--- config.mk ---
export PLATFORM = sky130hd
export DESIGN_NAME = touch_contact_tracker
export DESIGN_NICKNAME = d
export VERILOG_FILES = /design/src/hdl/tct_pkg.sv /design/src/hdl/touch_contact_tracker.sv
export SDC_FILE = /design/constraint.sdc
export NUM_CORES = 1
export LEC_CHECK = 0
export ABC_AREA = 1
export BUFFER_PORTS_ARGS = -buffer_cell sky130_fd_sc_hd__buf_2
export CAP_MARGIN = 5
export CORE_AREA = 2 2 205 207
export DETAILED_ROUTE_END_ITERATION = 6
export DIE_AREA = 0 0 207 209
export PLACE_DENSITY = 0.54
export SLEW_MARGIN = 5
export SYNTH_ARGS = -nofsm -noshare
export SYNTH_HDL_FRONTEND = slang
export SYNTH_SLANG_ARGS = --single-unit
export TNS_END_PERCENT = 50
--- constraint.sdc ---
create_clock -name clk -period 2.4 [get_ports clk]
set_clock_uncertainty 0.05 [all_clocks]
set_input_delay 0.12 -clock clk [delete_from_list [all_inputs] [get_ports clk]]
set_output_delay 0.12 -clock clk [all_outputs]
set_load 0.1 [all_outputs]
--- src/hdl/tct_pkg.sv ---
// Shared types and codes for the touch contact tracker.
package tct_pkg;

  localparam int CFG_IDX_W = 2;
  localparam int CFG_DATA_W = 16;

  localparam logic [CFG_IDX_W-1:0] REG_FINGER_THR = 2'd0;
  localparam logic [CFG_IDX_W-1:0] REG_THUMB_THR = 2'd1;
  localparam logic [CFG_IDX_W-1:0] REG_PALM_THR = 2'd2;

  localparam logic [2:0] KIND_DOWN = 3'd0;
  localparam logic [2:0] KIND_MOTION = 3'd1;
  localparam logic [2:0] KIND_PRESSURE = 3'd2;
  localparam logic [2:0] KIND_UP = 3'd3;
  localparam logic [2:0] KIND_CANCEL = 3'd4;

  localparam logic [1:0] TYPE_NONE = 2'd0;
  localparam logic [1:0] TYPE_FINGER = 2'd1;
  localparam logic [1:0] TYPE_THUMB = 2'd2;
  localparam logic [1:0] TYPE_PALM = 2'd3;

  typedef struct packed {
    logic [2:0]  kind;
    logic [7:0]  contact_id;
    logic [15:0] pos_x;
    logic [15:0] pos_y;
    logic [15:0] raw_x;
    logic [15:0] raw_y;
    logic [15:0] contact_pressure;
    logic [31:0] time_now;
  } tct_in_t;

  typedef struct packed {
    logic [3:0] slot_index;
    logic       hit;
    logic [1:0] contact_type;
    logic       contact_valid;
    logic       table_full;
  } tct_out_t;

endpackage

--- src/hdl/touch_contact_tracker.sv ---
// Touch contact slot table: id and payload memories scanned per request.
//
//  channel | direction | handshake          | payload
//  --------+-----------+--------------------+---------------------------------
//  in      | input     | in_valid/in_stall  | tct_in_t event request
//  out     | output    | out_valid/out_stall| tct_out_t result, one per request
//  cfg     | input     | cfg_valid/cfg_ready| cfg_index, cfg_data thresholds
//
// A request takes an accept step, a scan through the id memory (one entry
// read a cycle, registered read, ending at the first match) and an update step.
// Cancel and unknown kinds skip the scan and go straight to the update.
// Reset (rst_n low, synchronous) clears all active and valid bits; no sweep.
// A result waiting on out_stall does not block the next request, but the
// update of that request waits until the output register frees.
module touch_contact_tracker
  import tct_pkg::*;
#(
  parameter int SLOTS = 16
) (
  input  logic                  clk,
  input  logic                  rst_n,
  input  logic                  in_valid,
  output logic                  in_stall,
  input  tct_in_t               in_data,
  output logic                  out_valid,
  input  logic                  out_stall,
  output tct_out_t              out_data,
  input  logic                  cfg_valid,
  output logic                  cfg_ready,
  input  logic [CFG_IDX_W-1:0]  cfg_index,
  input  logic [CFG_DATA_W-1:0] cfg_data
);

  localparam int IDX_W = (SLOTS > 1) ? $clog2(SLOTS) : 1;
  localparam int CNT_W = $clog2(SLOTS + 1);
  localparam logic [CNT_W-1:0] SLOT_CNT = CNT_W'(SLOTS);

  typedef struct packed {
    logic [1:0] ctype;
    logic [7:0] id;
  } key_t;

  typedef struct packed {
    logic [31:0] position;
    logic [31:0] start_position;
    logic [31:0] raw_position;
    logic [31:0] raw_start;
    logic [15:0] pressure;
    logic [31:0] down_time;
  } entry_t;

  typedef enum logic [1:0] {ST_IDLE, ST_SCAN, ST_UPDATE} state_t;

  function automatic logic [1:0] classify(input logic [15:0] p, input logic [15:0] fthr,
                                          input logic [15:0] tthr, input logic [15:0] pthr);
    logic [1:0] t;
    if (p >= pthr) t = TYPE_PALM;
    else if (p >= tthr) t = TYPE_THUMB;
    else if (p >= fthr) t = TYPE_FINGER;
    else t = TYPE_NONE;
    return t;
  endfunction

  key_t   key_mem [SLOTS];
  entry_t data_mem [SLOTS];

  state_t            state_r;
  tct_in_t           req_r;
  logic [CNT_W-1:0]  scan_ptr_r;
  logic              chk_vld_r;
  logic [IDX_W-1:0]  chk_idx_r;
  key_t              key_rd_r;
  entry_t            data_rd_r;
  logic              found_r;
  logic [IDX_W-1:0]  hit_idx_r;
  key_t              key_hit_r;
  entry_t            data_hit_r;
  logic [SLOTS-1:0]  active_r;
  logic [SLOTS-1:0]  valid_r;
  logic [15:0]       finger_thr_r;
  logic [15:0]       thumb_thr_r;
  logic [15:0]       palm_thr_r;
  logic              out_valid_r;
  tct_out_t          out_data_r;

  logic        is_down;
  logic        slot_match;
  logic        scan_done;
  logic        out_free;
  logic        mem_we;
  logic [1:0]  type_nxt;
  logic        type_ok;
  logic [31:0] idx_ext;
  key_t        key_nxt;
  entry_t      data_nxt;
  tct_out_t    res_nxt;

  assign in_stall  = (state_r != ST_IDLE);
  assign cfg_ready = 1'b1;
  assign out_valid = out_valid_r;
  assign out_data  = out_data_r;

  assign is_down    = (req_r.kind == KIND_DOWN);
  assign slot_match = chk_vld_r && (is_down ? !active_r[chk_idx_r]
                      : (active_r[chk_idx_r] && key_rd_r.id == req_r.contact_id));
  assign scan_done  = (scan_ptr_r == SLOT_CNT) && !chk_vld_r;
  assign out_free   = !out_valid_r || !out_stall;
  assign type_nxt   = classify(req_r.contact_pressure, finger_thr_r, thumb_thr_r, palm_thr_r);
  assign type_ok    = (type_nxt == TYPE_FINGER) || (type_nxt == TYPE_THUMB);
  assign idx_ext    = 32'(hit_idx_r);

  always_comb begin
    key_nxt  = '{ctype: type_nxt, id: req_r.contact_id};
    data_nxt = data_hit_r;
    res_nxt  = '0;
    mem_we   = 1'b0;
    unique case (req_r.kind)
      KIND_DOWN: begin
        data_nxt.position       = {req_r.pos_y, req_r.pos_x};
        data_nxt.start_position = {req_r.pos_y, req_r.pos_x};
        data_nxt.raw_position   = {req_r.raw_y, req_r.raw_x};
        data_nxt.raw_start      = {req_r.raw_y, req_r.raw_x};
        data_nxt.pressure       = req_r.contact_pressure;
        data_nxt.down_time      = req_r.time_now;
        res_nxt.contact_type    = type_nxt;
        res_nxt.contact_valid   = type_ok;
        mem_we                  = found_r;
      end
      KIND_MOTION: begin
        data_nxt.position     = {req_r.pos_y, req_r.pos_x};
        data_nxt.raw_position = {req_r.raw_y, req_r.raw_x};
        key_nxt               = key_hit_r;
        res_nxt.contact_type  = key_hit_r.ctype;
        res_nxt.contact_valid = valid_r[hit_idx_r];
        mem_we                = found_r;
      end
      KIND_PRESSURE: begin
        data_nxt.pressure     = req_r.contact_pressure;
        res_nxt.contact_type  = type_nxt;
        res_nxt.contact_valid = type_ok;
        mem_we                = found_r;
      end
      KIND_UP: begin
        res_nxt.contact_type = key_hit_r.ctype;
      end
      default: ;
    endcase
    if (found_r) begin
      res_nxt.slot_index = idx_ext[3:0];
      res_nxt.hit        = 1'b1;
    end else begin
      res_nxt = '0;
    end
    res_nxt.table_full = is_down && !found_r;
    if (state_r != ST_UPDATE || !out_free) mem_we = 1'b0;
  end

  // id/class memory and payload memory, read during the scan, written on update
  always_ff @(posedge clk) begin
    if (state_r == ST_SCAN && scan_ptr_r != SLOT_CNT) begin
      key_rd_r  <= key_mem[scan_ptr_r[IDX_W-1:0]];
      data_rd_r <= data_mem[scan_ptr_r[IDX_W-1:0]];
    end
    if (mem_we) begin
      key_mem[hit_idx_r]  <= key_nxt;
      data_mem[hit_idx_r] <= data_nxt;
    end
  end

  always_ff @(posedge clk) begin
    if (!rst_n) begin
      state_r      <= ST_IDLE;
      scan_ptr_r   <= '0;
      chk_vld_r    <= 1'b0;
      found_r      <= 1'b0;
      active_r     <= '0;
      valid_r      <= '0;
      finger_thr_r <= 16'h0000;
      thumb_thr_r  <= 16'hFFFF;
      palm_thr_r   <= 16'hFFFF;
      out_valid_r  <= 1'b0;
    end else begin
      if (cfg_valid) begin
        unique case (cfg_index)
          REG_FINGER_THR: finger_thr_r <= cfg_data;
          REG_THUMB_THR:  thumb_thr_r  <= cfg_data;
          REG_PALM_THR:   palm_thr_r   <= cfg_data;
          default: ;
        endcase
      end
      if (out_valid_r && !out_stall) out_valid_r <= 1'b0;
      unique case (state_r)
        ST_IDLE: begin
          if (in_valid) begin
            req_r      <= in_data;
            scan_ptr_r <= '0;
            chk_vld_r  <= 1'b0;
            found_r    <= 1'b0;
            if (in_data.kind == KIND_DOWN || in_data.kind == KIND_MOTION ||
                in_data.kind == KIND_PRESSURE || in_data.kind == KIND_UP) begin
              state_r <= ST_SCAN;
            end else begin
              state_r <= ST_UPDATE;
            end
          end
        end
        ST_SCAN: begin
          chk_vld_r <= (scan_ptr_r != SLOT_CNT);
          chk_idx_r <= scan_ptr_r[IDX_W-1:0];
          if (scan_ptr_r != SLOT_CNT) scan_ptr_r <= scan_ptr_r + 1'b1;
          if (slot_match) begin
            found_r    <= 1'b1;
            hit_idx_r  <= chk_idx_r;
            key_hit_r  <= key_rd_r;
            data_hit_r <= data_rd_r;
            state_r    <= ST_UPDATE;
          end else if (scan_done) begin
            state_r <= ST_UPDATE;
          end
        end
        ST_UPDATE: begin
          if (out_free) begin
            out_valid_r <= 1'b1;
            out_data_r  <= res_nxt;
            state_r     <= ST_IDLE;
            if (req_r.kind == KIND_CANCEL) begin
              active_r <= '0;
              valid_r  <= '0;
            end else if (found_r) begin
              case (req_r.kind)
                KIND_DOWN: begin
                  active_r[hit_idx_r] <= 1'b1;
                  valid_r[hit_idx_r]  <= type_ok;
                end
                KIND_PRESSURE: valid_r[hit_idx_r] <= type_ok;
                KIND_UP: begin
                  active_r[hit_idx_r] <= 1'b0;
                  valid_r[hit_idx_r]  <= 1'b0;
                end
                default: ;
              endcase
            end
          end
        end
        default: state_r <= ST_IDLE;
      endcase
    end
  end

endmodule

### Yosys cells after proc, flatten, opt, wreduce, memory -nomap -nowiden

Memories as Yosys holds them, arrays and structs flattened. A register that Yosys moved wholly into a read port is not among the register bits.
Index checks and enable logic that the tools add are counted.

* register bits after elaboration: 144
* bits in writable memories: 160
* bits of input ports: 146
* output and inout port bits: 12
* memories: 1

* $add $sub $neg: 1
* order comparisons: 6
* equal/unequal tests: 22
* muxes and demuxes: 41
* bitwise operators: 4
* reductions and logical operators: 44

Memory list
* key_mem: depth 16, width 10, rd ports 1, clocked after Yosys merged registers in 1, wr ports 1, RTL line touch_contact_tracker.sv:64 `key_t key_mem [SLOTS];`

Operators with widths (number)
* 2-to-1 mux 16 bit: 4
* one-hot mux 16 bit (2 select lines): 2
* >= comparator 16 bit: 3
* AND 16 bit: 2
* AND reduction 3 bit: 6
* bitwise mux 16 bit: 1
* inverter 16 bit: 1
* bitwise OR 16 bit: 1
* 2-to-1 mux 1 bit: 15
* 2-to-1 mux 2 bit: 7
* equality test 3 x 2 -> 1 bit (second input constant): 4
* less-than comparator 4 x 5 -> 1 bit (second input constant): 2
* 2-to-1 mux 10 bit: 1
* 2-to-1 mux 5 bit: 2
* one-hot mux 5 bit (2 select lines): 1
* AND reduction 2 bit: 5
* binary-select mux 1 bit (select 4 bit): 2
* equality test 8 bit: 1
* inequality test 2 bit (second input constant): 4
* AND reduction 4 bit: 2
* logical AND 1 bit: 7
* equality test 2 x 1 -> 1 bit (second input constant): 3
* equality test 2 bit (second input constant): 3
* equality test 3 x 1 -> 1 bit (second input constant): 2
* other kinds (19): 37

### Depth between registers and ports, before layout

Gate-level depths: netlist of the first run.

* depth after elaboration: 10
* gate-level depth with buffers: 18
* mapped depth without buffers: 17

### Worst setup path after synthesis of the first run

No wires, ideal clock.

* path kind: reg-to-reg
* from: register state_r[1]
* to: register req_r[112] in the netlist's numbering (enable)
* library setup time: 0.411 ns
* data arrival time: 2.304 ns
* required time: 1.939 ns
* slack: -0.365 ns
* stages on the path, launching flop included: 6
* clock period less this slack: 2.765 ns
* cells stage by stage: dfxtp_1 -> nor2_1 -> inv_1 -> nor2_1 -> inv_1 -> nor2_1

* word-level cells in the longest chain between the ends: 2

RTL lines
* start: declaration: RTL line touch_contact_tracker.sv:67 `state_t state_r;`
* start signal: assignment: RTL line touch_contact_tracker.sv:172 `state_r <= ST_IDLE;`
* start signal: assignment: RTL line touch_contact_tracker.sv:201 `state_r <= ST_SCAN;`
* start signal: assignment: RTL line touch_contact_tracker.sv:203 `state_r <= ST_UPDATE;`
* zero test 2 bit: RTL line touch_contact_tracker.sv:192 `unique case (state_r)`
* AND reduction 3 bit (no line)
* end signal: assignment: RTL line touch_contact_tracker.sv:195 `req_r <= in_data;`
* end: declaration: RTL line touch_contact_tracker.sv:68 `tct_in_t req_r;`

Every way passes these cells.
A chain may end at the register's enable or synchronous reset.

==> results.tsv, run 1 <==
stage	metric	value	unit
final_layout	finalNonFillerCells	2140	
critical_path	critPathTopFamily	simple AND/OR/NAND/NOR gates	
floorplan	die_w	207	µm
grt	grt_pass1_vias	10300	
final_layout	drive_above_1_share	0.167	
logic_synthesis	syn_nets	1615	
final_layout	area_growth_syn_to_layout	22.8	%
floorplan	dieHeight	209	µm
critical_path	critPathRequiredTime	2.74	ns
logic_synthesis	synthesis.area	0.0142	mm²
sta	tightest_slew	1.19	ns
clocking	cts_inserted_buffers	36	
critical_path	critPathBufInv	2	
logic_synthesis	synth_area_leaders	edfxtp_1 47%, dfxtp_1 13%, nand2_1 6.9%	
sta	drv_slew	0	
clocking	clk_pin_slew	0.06	ns
critical_path	r2r-start	req_r[39]	
min_path	hold_depth	2	
logic_synthesis	synth_edf_count	224	
logic_synthesis	synth_common_cells	261 x nand2_1, 224 x edfxtp_1, 176 x nor2_1	
sta	final_hold_viol_count	0	
grt	grt_start_max_net_pins	52	
clocking	root_buffer	clkbuf_16	
critical_path	startpoint_type	flip-flop	
clocking	cts_max_path_buffers	3	
sta	fin_crit_sh	0.957	
final_layout	n_fill_cell	3961	
critical_path	crit_arrival	2.63	ns
final_layout	multi_input_area	0.00493	mm²
routing	ant_nets	0	
critical_path	rrSetupSlack	0.10	ns
final_layout	fin_nets	1774	
status	run_status	finished, final reports clean	
clocking	cts.sinks	314	
pwr	finalPower	13900	µW
sta	rsz0062_at_grt	true	
min_path	min_path_type	in -> reg	
clocking	htree_levels	2	
sta	setup_viol	0	
routing	wl_per_cell	17.5	µm
logic_synthesis	synth_area_leader_cell	edfxtp_1	
logic_synthesis	synth_top_area_share	0.474	
min_path	hp-start	in_data[35]	
final_layout	regArea	0.00853	mm²
job	maxCapViolCount	0	
logic_synthesis	synth.avg_cell_area	10.0	µm²
floorplan	die_area	0.0433	mm²
logic_synthesis	ys_ff_latch	314	
critical_path	max_stage_delay	0.53	ns
critical_path	slowest_stage	edfxtp_1	
clocking	clk_latency	0.56	ns
logic_synthesis	yosysWarnings	0	
logic_synthesis	ys_seq_area_frac	0.601	
grt	grt_pass1_wl	58.7	mm
sta	slew_headroom	0.203	
routing	wl	37.3	mm
grt	antenna_found_initial	0	
logic_synthesis	async_flop_share	0	
sta	post-route-min-period	2.30	ns
routing	vias	10600	
floorplan	core_area	0.0413	mm²
routing	drtIter0Drc	923	
routing	drc	0	
floorplan	io_pins	158	
logic_synthesis	synth.most_common_cell	nand2_1	
placed_design	place.gp.congestion	0.815	
critical_path	path_cells	ha_4, nand2_1, nor2_2, nand4_1, nor3_2, nor2_4, buf_4, a31oi_1, buf_6	
logic_synthesis	synth_cell_type_count	43	
critical_path	regToRegEndpoint	key_mem[15][9]	
pwr	leakage	0.00669	µW
critical_path	worst-path-stages	9	
pwr	peakVddDrop	0.396	mV
placed_design	portBuffers	60	
logic_synthesis	syn_inst	1419	
final_layout	n_antenna_cell	0	
logic_synthesis	synthFlopType	edfxtp_1	
routing	drtPass1Iterations	5	
grt	gr-usage-all-layers	0.173	
critical_path	ff2ff_path_depth	9	
floorplan	row_count	75	
routing	viasPerCell	4.94	
placed_design	dp_hpwl	23.9	mm
grt	grt_overflow	0	
placed_design	placed_cells	2025	
sta	fmaxAchievable	436	MHz
clocking	cts_tree	done	
pwr	powerDensity	798	mW/mm²
critical_path	cp-end-kind	flip-flop	
min_path	whs_endpoint	req_r[35]	
critical_path	worstSetupPathType	reg -> reg	
floorplan	start_util	0.344	
critical_path	critPathMaxFanout	16	
state kept, by name, indices dropped and copies added (netlist names):
| register | count |
|---|---|
| key_mem | 160 |
| req_r | 27 |
| active_r | 16 |
| finger_thr_r | 16 |
| palm_thr_r | 16 |
| thumb_thr_r | 16 |
| valid_r | 16 |
| key_hit_r | 10 |
| key_rd_r | 10 |
| out_data | 9 |
| scan_ptr_r | 5 |
| chk_idx_r | 4 |
| hit_idx_r | 4 |
| state_r | 2 |
| chk_vld_r | 1 |
| found_r | 1 |
| out_valid | 1 |
per-stage QoR:
| stage | setup TNS, ns | cell area (µm²) | hold slack, ns | utilization | worst slack [ns] |
|---|---|---|---|---|---|
| after floorplan | 0 | 14200 | 0.169 | - | 0.0757 |
| after global routing | -0.102 | 17400 | 0.226 | 0.422 | -0.0189 |
| after global placement | -0.334 | 15600 | 0.249 | 0.379 | -0.0212 |
| final | 0 | 17400 | 0.226 | 0.422 | 0.104 |
| after detailed placement | 0 | 15600 | 0.248 | 0.379 | 0.000775 |
| after CTS | 0 | 17300 | 0.197 | 0.419 | 0.0265 |
per-layer routing:
layer,track usage,wire length (µm)
met1,0.236,17200
met3,0.0228,1710
met5,0,0
met4,0.0579,784
met2,0.284,17700
layout by cell type (no fill, tap or decap), types with 3 or more instances in the layout:
cell type,count
nand2_1,259
edfxtp_1,224
nor2_1,170
inv_1,131
o21ai_0,115
dfxtp_1,89
buf_2,60
buf_4,54
a21oi_1,53
dlygate4sd3_1,50
nand3_1,45
ha_1,45
o22ai_1,42
clkbuf_16,37
o211ai_1,31
a21oi_2,23
buf_12,18
nand4_1,15
a211oi_2,14
o21ai_1,13
o21ai_2,11
inv_2,9
clkinv_1,8
clkbuf_1,8
nor3_1,7
nor2_2,7
nor2_4,5
a31oi_1,5
ha_4,5
xor2_1,4
a211oi_1,4
a22oi_1,4
clkinv_2,4
bufinv_16,4
or2_2,3
buf_6,3
worst max path at each step:
| stage | slack [ns] | endpoint | from |
|---|---|---|---|
| 6_report | 0.10 | key_mem[15][9] | req_r[39] |
| 3_5_place_dp | 0.0008 | key_mem[14][8] | req_r[39] |
| 3_3_place_gp | -0.02 | key_mem[12][8] | req_r[41] |
| 2_1_floorplan | 0.08 | req_r[112] | state_r[1] |
| 5_1_grt | -0.02 | out_data[2] | req_r[33] |
| 4_1_cts | 0.03 | key_mem[11][8] | req_r[33] |
cells by family after synthesis:
group / after synthesis / synth area share
fa+ha+maj: 50 / 0.0441
compound gates: 323 / 0.143
buf+inv: 207 / 0.0593
xor+xnor: 6 / 0.00370
other cells: 1 / 0.000264
simple gates: 518 / 0.149
flops: 314 / 0.601
power by group:
part           internal (µW)  total [µW]  switching (µW)
registers               6080        6170            98.2
clock network           3250        5460            2210
logic                    698        2260            1560
timing repair:
action / in CTS / in global routing
setup endpoints to repair: 18 / 51
gates resized for setup: 3 / 22
pin swaps: 2 / 7
endpoints found under the hold margin: 78 / 0
setup buffers: 0 / 4
hold buffers: 50 / 0
final cells by class:
cell class                 count  share of cell area
clock buffer                  45              0.0549
inverter                     143              0.0308
tap                          539              0.0387
multi-input combinational    898               0.283
clock inverter                16              0.0110
timing repair buffer         185              0.0919
sequential                   314               0.490
Note: power is estimated with default switching activity, not from simulation.
==> inputs of run 2 (changes only) <==
ABC_AREA = default   (was 1)
CAP_MARGIN = 10   (was 5)
CORE_AREA = 2 2 199 201   (was 2 2 205 207)
DIE_AREA = 0 0 201 203   (was 0 0 207 209)
PLACE_DENSITY = 0.52   (was 0.54)
clock period = 2.6 ns   (was 2.4 ns; I/O delays follow)
==> run 2 against run 1 <==
Register-to-register slack lost 0.07 ns. Combinational power shrank 46%. Clock-buffer cell count grew 2. Flip-flop and latch count is the same. Via count shrank 23%. Clock power shrank 14%. Critical path depth grew 1. Hold slack lost 0.22 ns.
==> results.tsv, run 2 <==
stage	metric	value	unit	change
status	run_status	finished, final reports clean		
floorplan	start_util	0.348		+0.00482
logic_synthesis	synth_top_area_share	0.502		+0.0278
grt	met2_usage	0.259		-0.0243
critical_path	cp-end-kind	flip-flop		
final_layout	area_growth_syn_to_layout	21.9	%	
pwr	leakage	0.00594	µW	-11%
critical_path	regToRegEndpoint	key_mem[9][8]		
grt	grt_util_met1	0.196		-0.0406
clocking	cts_inserted_buffers	35		-2.8%
pwr	peakVddDrop	0.361	mV	-8.8%
final_layout	n_antenna_cell	0		unchanged
logic_synthesis	syn_nets	1165		-28%
routing	vias	8140		-23%
critical_path	cp-startpoint	req_r[41]		
logic_synthesis	synth_cell_type_count	54		+26%
floorplan	dieHeight	203	µm	-2.9%
final_layout	reg_top3	key_mem (160), req_r (27)		
logic_synthesis	synthesis.area	0.0134	mm²	-5.5%
logic_synthesis	synth_edf_count	224		unchanged
critical_path	r2r-start	req_r[41]		
critical_path	crit_arrival	2.77	ns	+0.14 ns
sta	setup_viol	0		unchanged
grt	grt_overflow	0		unchanged
sta	final_hold_viol_count	0		unchanged
logic_synthesis	synth_common_cells	224 x edfxtp_1, 111 x nand2_1, 90 x dfxtp_1		
clocking	root_buffer	clkbuf_16		
pwr	powerDensity	708	mW/mm²	-11%
logic_synthesis	synth.most_common_cell	edfxtp_1		
sta	post-route-min-period	2.57	ns	+0.271 ns
logic_synthesis	synth.avg_cell_area	13.8	µm²	+38%
sta	fmaxAchievable	390	MHz	-11%
sta	whs	0.00883	ns	-0.218 ns
routing	drc	0		unchanged
grt	grt_start_max_net_pins	41		-21%
floorplan	io_pins	158		unchanged
logic_synthesis	synthFlopType	edfxtp_1		
critical_path	critPathMaxFanout	8		-8
final_layout	final_cell_mix	224 x edfxtp_1, 111 x nand2_1, 88 x dfxtp_1, 60 x buf_2, 57 x mux4_2		
routing	drtPass1Iterations	5		unchanged
logic_synthesis	ys_ff_latch	314		unchanged
routing	viasPerCell	4.90		-0.83%
sta	rsz0062_at_grt	true		
clocking	cts_tree	done		
critical_path	startpoint_type	flip-flop		
logic_synthesis	ys_seq_area_frac	0.636		+0.0352
floorplan	core_area	0.0385	mm²	-6.8%
logic_synthesis	yosysWarnings	0		unchanged
final_layout	regMostFlops	key_mem		
placed_design	dp_worst_setup_slack	-0.0696	ns	-0.0704 ns
floorplan	die_w	201	µm	-2.9%
min_path	min_path_type	in -> reg		
clocking	clk_pin_slew	0.06	ns	about the same
final_layout	final_common_cell	edfxtp_1		
critical_path	critPathCapture	key_mem[9][8]		
routing	wl	30.8	mm	-18%
placed_design	portBuffers	60		unchanged
logic_synthesis	synth_area_leaders	edfxtp_1 50%, dfxtp_1 13%, mux4_2 9.6%		
critical_path	rrSetupSlack	0.03	ns	-0.07 ns
routing	ant_nets	0		unchanged
logic_synthesis	async_flop_share	0		unchanged
grt	grt_pass1_vias	8382		-19%
grt	gr-usage-all-layers	0.151		-0.0215
sta	tightest_slew	1.12	ns	-0.0725 ns
sta	slew_headroom	0.253		+0.0504
grt	use_met3	0.0278		+0.00493
clocking	htree_levels	2		unchanged
routing	drtIter0Drc	567		-39%
critical_path	critPathRequiredTime	2.80	ns	+0.06 ns
grt	top_usage_layer	met2		
grt	grt_pass1_wl	48.1	mm	-18%
floorplan	die_area	0.0408	mm²	-5.7%
job	maxCapViolCount	0		unchanged
critical_path	worstSetupPathType	reg -> reg		
floorplan	row_count	72		-4.0%
clocking	cts.sinks	314		unchanged
logic_synthesis	synth_area_leader_cell	edfxtp_1		
sta	drv_slew	0		unchanged
clocking	clk_latency	0.52	ns	-0.04 ns
grt	antenna_found_initial	0		unchanged
critical_path	ff2ff_path_depth	10		+1
sta	fin_ws	0.0333	ns	-0.0708 ns
final_layout	fin_nets	1315		-26%
logic_synthesis	syn_inst	969		-32%
final_layout	drive_above_1_share	0.236		+0.0682
clocking	cts_max_path_buffers	3		unchanged
final_layout	largest_reg_flops	160		unchanged
placed_design	dp_hpwl	20.3	mm	-15%
final_layout	n_fill_cell	3507		-11%
placed_design	place.gp.congestion	0.760		-6.7%
routing	wl_per_cell	18.6	µm	+6.3%
sta	fin_crit_sh	0.987		+0.0306
-- run 2: worst max-delay path, cell delays in order (launching register included) --
cell      delay [ns]
edfxtp_1        0.50
ha_4            0.27
a21o_1          0.18
a21o_1          0.19
a21oi_2         0.13
buf_4           0.13
nor2_1          0.05
nor3_2          0.21
buf_4           0.18
o21ai_4         0.08
mux2_4          0.33
-- run 2: layout make-up --
| type | instances | area [µm²] | share of cell area |
|---|---|---|---|
| Sequential cell | 314 | 8530 | 0.522 |
| Multi-Input combinational cell | 554 | 4640 | 0.284 |
| Timing Repair Buffer | 161 | 1240 | 0.0757 |
| Clock buffer | 47 | 972 | 0.0595 |
| Clock inverter | 13 | 109 | 0.00667 |
| Tap cell | 518 | 648 | 0.0397 |
| Inverter | 53 | 199 | 0.0122 |
-- run 2: stage by stage --
stage | instances | util | area, µm² | setup TNS (ns) | power (µW)
after global placement | 1549 | 0.380 | 14600 | -0.612 | 6860
after global routing | 1660 | 0.425 | 16300 | -0.808 | 12000
final | 1660 | 0.425 | 16300 | 0 | 11600
after floorplan | 969 | - | 13400 | 0 | 6510
after CTS | 1653 | 0.419 | 16100 | 0 | 11700
after detailed placement | 1549 | 0.380 | 14600 | -1.10 | 6870
-- run 2: worst min-delay path by stage --
stage	start	end	slack, ns	depth (start not counted)
6_report	in_valid	chk_vld_r	0.009	4
5_1_grt	in_valid	chk_vld_r	0.03	4
2_1_floorplan	in_data[112]	req_r[112]	0.18	0
4_1_cts	in_valid	chk_vld_r	0.008	4
3_3_place_gp	in_data[44]	req_r[44]	0.26	1
3_5_place_dp	in_data[38]	req_r[38]	0.26	1
-- run 2: logic make-up (layout without fill, tap and decap cells) --
group	Yosys count	in the layout	share of synthesized area
DFF	314	314	0.636
and+or+nand+nor	260	260	0.0900
AOI/OAI and AO/OA	156	156	0.0774
buffers and inverters	103	274	0.0303
muxes	74	76	0.112
adders and majority gates	50	50	0.0467
xor gates and xnor gates	11	11	0.00719
other	1	1	0.000280
-- run 2: per-layer routing --
| metal | vias up | part of all wire | routed length (µm) |
|---|---|---|---|
| met2 | 168 | 0.48 | 14900 |
| met1 | 4000 | 0.45 | 13800 |
| li1 | 3923 | - | - |
| met4 | 0 | 0.023 | 698 |
| met3 | 49 | 0.048 | 1470 |
| met5 | - | 0 | 0 |
-- run 2: where the power goes --
part,internal [µW],switching [µW],leakage (µW),total [µW]
sequential,5560,104,0.00276,5670
clock,2730,1960,0.000531,4690
combinational,465,741,0.00264,1210
-- run 2: timing repair --
item                                    4_1_cts  5_1_grt
hold buffers                                 44        0
pin swaps                                     1       15
hold endpoints to repair                     78        0
setup buffers                                 0        4
gates resized for setup                       2       23
endpoints found under the setup margin       32       59
cloned                                        0        3
